`src/hw/rtl/gss_pkg.sv`:
```
// Shared types and constants for the golden-section search block.
// Used by the top level and by the shared multiplier; depends on nothing.
package gss_pkg;

    // Default position fraction width (signed Q8.24 positions).
    localparam int FRAC_BITS_DEF = 24;

    // Multiplier operand and product widths.
    localparam int MUL_W  = 33;
    localparam int PROD_W = 2 * MUL_W;

    // 0.618 as a Q0.32 word.
    localparam logic [31:0] PHI_Q032 = 32'h9E3779B9;

    // Horner constants in Q32.32.
    localparam logic signed [63:0] ACC_M14 = -(64'sd14 <<< 32);
    localparam logic signed [63:0] ACC_P60 = 64'sd60 <<< 32;
    localparam logic signed [63:0] ACC_M70 = -(64'sd70 <<< 32);

    // Register reset values.
    localparam logic [7:0]  MAX_ITER_RST  = 8'd100;
    localparam logic [31:0] WIDTH_TOL_RST = 32'd1;

    // Configuration register indexes.
    localparam logic CFG_MAX_ITER  = 1'b0;
    localparam logic CFG_WIDTH_TOL = 1'b1;

    // Input beat: search interval.
    typedef struct packed {
        logic signed [31:0] start_low;
        logic signed [31:0] start_high;
    } t_in_beat;

    // Output beat: location, value and step count.
    typedef struct packed {
        logic signed [31:0] min_location;
        logic signed [63:0] min_value;
        logic [7:0]         iterations_used;
    } t_out_beat;

endpackage

```
`src/hw/rtl/gss_mul.sv`:
```
// Shared signed multiplier with a registered product.
// Depends on gss_pkg for the operand and product widths.
module gss_mul (
    input  logic                                 i_clk,
    input  logic signed [gss_pkg::MUL_W-1:0]     i_op_a,
    input  logic signed [gss_pkg::MUL_W-1:0]     i_op_b,
    output logic signed [gss_pkg::PROD_W-1:0]    o_prod
);
    import gss_pkg::*;

    logic signed [PROD_W-1:0] r_prod;

    // One full signed product per cycle, registered.
    always_ff @(posedge i_clk) begin
        r_prod <= i_op_a * i_op_b;
    end

    assign o_prod = r_prod;

endmodule
```
`config.mk`:
```
export PLATFORM = sky130hd
export DESIGN_NAME = gss_mul
export DESIGN_NICKNAME = d
export VERILOG_FILES = /design/src/hw/rtl/gss_pkg.sv /design/src/hw/rtl/gss_mul.sv
export SDC_FILE = /design/constraint.sdc
export NUM_CORES = 2
export LEC_CHECK = 0
export ABC_AREA = 1
export BUFFER_PORTS_ARGS = -buffer_cell sky130_fd_sc_hd__clkbuf_2
export CORE_AREA = 2 2 240 420
export DETAILED_ROUTE_END_ITERATION = 16
export DIE_AREA = 0 0 242 422
export HOLD_SLACK_MARGIN = 0.08
export PLACE_DENSITY = 0.69
export SYNTH_ARGS = -nofsm -noshare
export SYNTH_HDL_FRONTEND = slang
export SYNTH_SLANG_ARGS = --single-unit
export TNS_END_PERCENT = 5
```
`constraint.sdc`:
```
create_clock -name i_clk -period 8.1 [get_ports i_clk]
set_input_delay 0.405 -clock i_clk [delete_from_list [all_inputs] [get_ports i_clk]]
set_output_delay 0.405 -clock i_clk [all_outputs]
set_load 0.05 [all_outputs]
```
Yosys cells after proc, flatten, opt, wreduce, memory -nomap -nowiden
Cells that the tools add are included.

$mul: 1.

Operators by type and width (number): multiplier 33 x 33 -> 66 bit (1).

Word-level logic and storage cells: 2. Output and inout port bits: 66. Input bits: 67. Register bits after elaboration: 66.

Longest topological paths before layout
Word-level depth: 1. Gate-level depth with buffers: 34. Depth with buffers taken out: 32.

Worst setup path after synthesis
No wires, ideal clock.

Kind: input -> register. From: in i_op_a[32] (netlist bit). To: reg r_prod[60], in the netlist o_prod[60]. Data arrival time: 7.048 ns. Data required time: 7.987 ns. Slack: 0.939 ns. Stages: 23. Library setup time: 0.113 ns. Path buffers: 2. Cells stage by stage: clkbuf_1 > clkbuf_1 > nand2_1 > inv_1 > fa_1 > fa_1 > fa_1 > fa_1 > inv_1 > fa_1 > fa_1 > fa_1 > fa_1 > inv_1 > ha_1 > nand2_1 > nor2_1 > inv_1 > nor3_1 > nand2_1 > and2_0 > nand4_1 > nand2_1.

Word-level cells in the longest chain between the ends: 1.

RTL lines: start, declared (line gss_mul.sv:5) `input logic signed [gss_pkg::MUL_W-1:0] i_op_a,`; multiplier 33 x 33 -> 66 bit (line gss_mul.sv:15) `r_prod <= i_op_a * i_op_b;`; end signal, assigned (line gss_mul.sv:15); end, declared (line gss_mul.sv:11) `logic signed [PROD_W-1:0] r_prod;`.

No other way between the ends.

Worst setup path after layout
From: in i_op_b[7] (netlist bit). To: reg r_prod[35], in the netlist o_prod[35].

Word-level cells in the longest chain between the ends: 1.

RTL lines: start, declared (line gss_mul.sv:6) `input logic signed [gss_pkg::MUL_W-1:0] i_op_b,`; multiplier 33 x 33 -> 66 bit (line gss_mul.sv:15).

No other way between the ends.

==> flow_metrics.py <==
metrics = {
    "routing": {
        "wl_per_cell_um": 19.7,
        "detailedRoute.firstIterationViolations": 1932,
        "dr.pass1.iters": 5,
        "drc_violation_count_after_routing": 0,
        "route.final.wire_length_mm": 135,
        "vias_per_cell": 4.94,
        "num_vias": 33900,
        "antenna_left": 0,
    },
    "clocking": {
        "cts.path.max_buffers": 2,
        "cts_inserted_buffers": 9,
        "cts_htree_levels": 3,
        "ctsHoldBuffers": 0,
        "tritoncts": "yes",
        "cts_sinks": 66,
        "post_cts_resized": 0,
        "buffer_type_at_the_clock_tree_root": "sky130_fd_sc_hd__clkbuf_16",
        "path_clk_slew_ns": 0.07,
        "post-cts-setup-buffers": 0,
    },
    "sta": {
        "maxSlewHeadroom": 0.191,
        "timing_worst_slew_pin_value_ns": 1.21,
        "finalHoldWorstSlack_ns": 0.859,
        "rsz0062_at_grt": "no",
        "layout_setup_ws_ns": 0.656,
        "period_share": 0.919,
        "max_freq_ghz": 0.134,
        "fin_crit_ns": 7.44,
        "tns_ns": 0,
        "maxSlewViolCount": 0,
        "timing.final.setup_violations": 0,
        "hold_viol_final": 0,
    },
    "critical_path": {
        "critical_path_depth": 24,
        "worst_ep_arrival_time_ns": 7.62,
        "end_kind": "register",
        "critPathMostFrequentCell": "sky130_fd_sc_hd__fa_1",
        "timing_worst_setup_path_type": "input port to register",
        "number_of_buffer_and_inverter_instances_along_the_worst_setup_path": 8,
        "path_cells": "clkbuf_2 > buf_4 > nand2_1 > inv_1 > fa_1 > fa_1 > fa_1 > inv_1 > fa_1 > inv_1 > fa_1 > fa_1 > fa_1 > inv_1 > fa_1 > inv_1 > ha_1 > nand2_1 > nor2_2 > inv_1 > nor3_1 > nand2_1 > nand2_1 > xor2_1",
        "max_stage_delay_ns": 0.55,
        "worst_ep_required_time_ns": 8.28,
        "cp_max_fo": 20,
        "cp-start-kind": "input port",
        "crit_family": "adder cells",
        "worst_path_max_delay_cell": "sky130_fd_sc_hd__fa_1",
    },
    "placement": {
        "gp_congestion": 1.02,
        "dpl_worst_slack_ns": 0.353,
        "i_o_buffers": 132,
        "detailedPlacementHpwl_mm": 118,
    },
    "die": {
        "core_region_area_sq_um": 98800,
        "pin_count": 133,
        "num_rows": 153,
        "chipHeight_um": 422,
        "initial_utilization": 0.437,
        "die_ar_sq_um": 102000,
        "floorplan.die.width_um": 242,
    },
    "grt": {
        "antenna_violations_before_repair": 10,
        "grt_pass1_wl_mm": 212,
        "gr-usage-all-layers": 0.275,
        "grt_max_degree": 34,
        "first_global_vias": 38700,
        "grt.overflow.total": 0,
    },
    "job": {
        "max_cap_viol_count": 0,
    },
    "logic_synthesis": {
        "synth_flop_cell": "sky130_fd_sc_hd__dfxtp_1",
        "synthCells": 5543,
        "ys_warn_count": 0,
        "syn_nets": 6972,
        "seq_area_frac_synth": 0.0306,
        "synth.distinct_cells": 35,
        "postSynthAreaPerCell_sq_um": 7.79,
        "netlist_area_sq_um": 43200,
        "synth-edff-count": 0,
        "postSynthRegisterBits": 66,
        "synth-async-reset-ratio": 0,
    },
    "hold_path": {
        "hold_class": "input port to register",
        "worst_hold_path.num_cells": 4,
    },
    "status": {
        "status": "finished, final reports clean",
    },
    "layout": {
        "area_delta_synth_final_pct": 5.61,
        "final_core_util": 0.462,
        "nets": 6952,
        "largest_register_ff_count": 66,
        "layout-drive-gt1-share": 0.0559,
    },
}
-- cells in the final DEF, fill, tap and decap left out, types with 2 or more instances in the layout --
master                       count
sky130_fd_sc_hd__nand2_2        17
sky130_fd_sc_hd__fa_1         1145
sky130_fd_sc_hd__nor2_1        131
sky130_fd_sc_hd__o21ai_1         3
sky130_fd_sc_hd__or2_2           5
sky130_fd_sc_hd__dfxtp_1        66
sky130_fd_sc_hd__buf_12          4
sky130_fd_sc_hd__xor2_1         37
sky130_fd_sc_hd__clkbuf_16       9
sky130_fd_sc_hd__a21oi_1        61
sky130_fd_sc_hd__o21bai_1       14
sky130_fd_sc_hd__buf_4          96
sky130_fd_sc_hd__nor3_1          7
sky130_fd_sc_hd__and2_1          2
sky130_fd_sc_hd__inv_1        1894
sky130_fd_sc_hd__xnor2_1         4
sky130_fd_sc_hd__o21ai_0        19
sky130_fd_sc_hd__nand4_1        19
sky130_fd_sc_hd__ha_1          217
sky130_fd_sc_hd__nand2_1      1517
sky130_fd_sc_hd__a21o_1          2
sky130_fd_sc_hd__nor2_4          3
sky130_fd_sc_hd__a21oi_2         4
sky130_fd_sc_hd__nor2_2         20
sky130_fd_sc_hd__nor4_1          4
sky130_fd_sc_hd__clkbuf_2      132
sky130_fd_sc_hd__nand3_2         8
sky130_fd_sc_hd__diode_2         5
sky130_fd_sc_hd__nand3_1        70
sky130_fd_sc_hd__clkinvlp_4      2
sky130_fd_sc_hd__nand3b_1        3
sky130_fd_sc_hd__inv_6           2
-- layer usage --
metal | routed length [um] | GRT usage | up-vias
met5 | 27 | 0 | -
met2 | 72000 | 0.518 | 1332
li1 | - | - | 14900
met3 | 6020 | 0.0220 | 627
met4 | 16400 | 0.265 | 4
met1 | 40300 | 0.259 | 17000
-- cell type report --
type / count / area, sq um
antenna: 5 / 12.5
clock buffer: 10 / 239
clock inverter: 6 / 48.8
fill: 9847 / 53200
inverter: 1895 / 7110
multi-input combinational: 3319 / 33800
sequential: 66 / 1320
tap: 1317 / 1650
timing repair buffer: 232 / 1460
-- per-stage QoR --
step | instances | area [sq um]
finish | 6850 | 45600
global route | 6849 | 45600
CTS | 6845 | 45600
detailed placement | 6829 | 45300
global placement | 6829 | 45300
floorplan | 5543 | 43200
-- synth_stat cells (3+ instances only) --
master / instances / share of area
sky130_fd_sc_hd__o21ai_1: 3 / 0.00035
sky130_fd_sc_hd__dfxtp_1: 66 / 0.031
sky130_fd_sc_hd__clkbuf_1: 262 / 0.023
sky130_fd_sc_hd__nand3_1: 70 / 0.0081
sky130_fd_sc_hd__nor2_1: 131 / 0.011
sky130_fd_sc_hd__o21ai_0: 19 / 0.0022
sky130_fd_sc_hd__nor4_1: 4 / 0.00058
sky130_fd_sc_hd__ha_1: 217 / 0.063
sky130_fd_sc_hd__nand4_1: 19 / 0.0028
sky130_fd_sc_hd__o21bai_1: 14 / 0.0024
sky130_fd_sc_hd__inv_1: 1894 / 0.16
sky130_fd_sc_hd__xor2_1: 37 / 0.0075
sky130_fd_sc_hd__or2_2: 5 / 0.00072
sky130_fd_sc_hd__nand3b_1: 3 / 0.00052
sky130_fd_sc_hd__nor2_2: 20 / 0.0029
sky130_fd_sc_hd__nor3_1: 7 / 0.00081
sky130_fd_sc_hd__nand3_2: 8 / 0.0019
sky130_fd_sc_hd__fa_1: 1145 / 0.53
sky130_fd_sc_hd__a21oi_1: 61 / 0.0071
sky130_fd_sc_hd__nand2_1: 1517 / 0.13
sky130_fd_sc_hd__nand2_2: 17 / 0.0025
sky130_fd_sc_hd__a21oi_2: 4 / 0.00081
sky130_fd_sc_hd__nor2_4: 3 / 0.00078
sky130_fd_sc_hd__xnor2_1: 4 / 0.00081
-- cells by family after synthesis --
group,Yosys count,share of synthesized area
buffers and inverters,2158,0.188
and+or+nand+nor,1810,0.166
adders and majority gates,1362,0.594
AOI/OAI and AO/OA,106,0.0138
DFF,66,0.0306
xor gates and xnor gates,41,0.00832
-- path summary, 6_finish.rpt --
path / from / endpoint
max: i_op_b[7] / o_prod[35]
min: i_op_b[0] / o_prod[0]
Power is left out: the tool's default activity adds up to more than one toggle a clock period on the data nets, which glitch-free logic cannot reach.
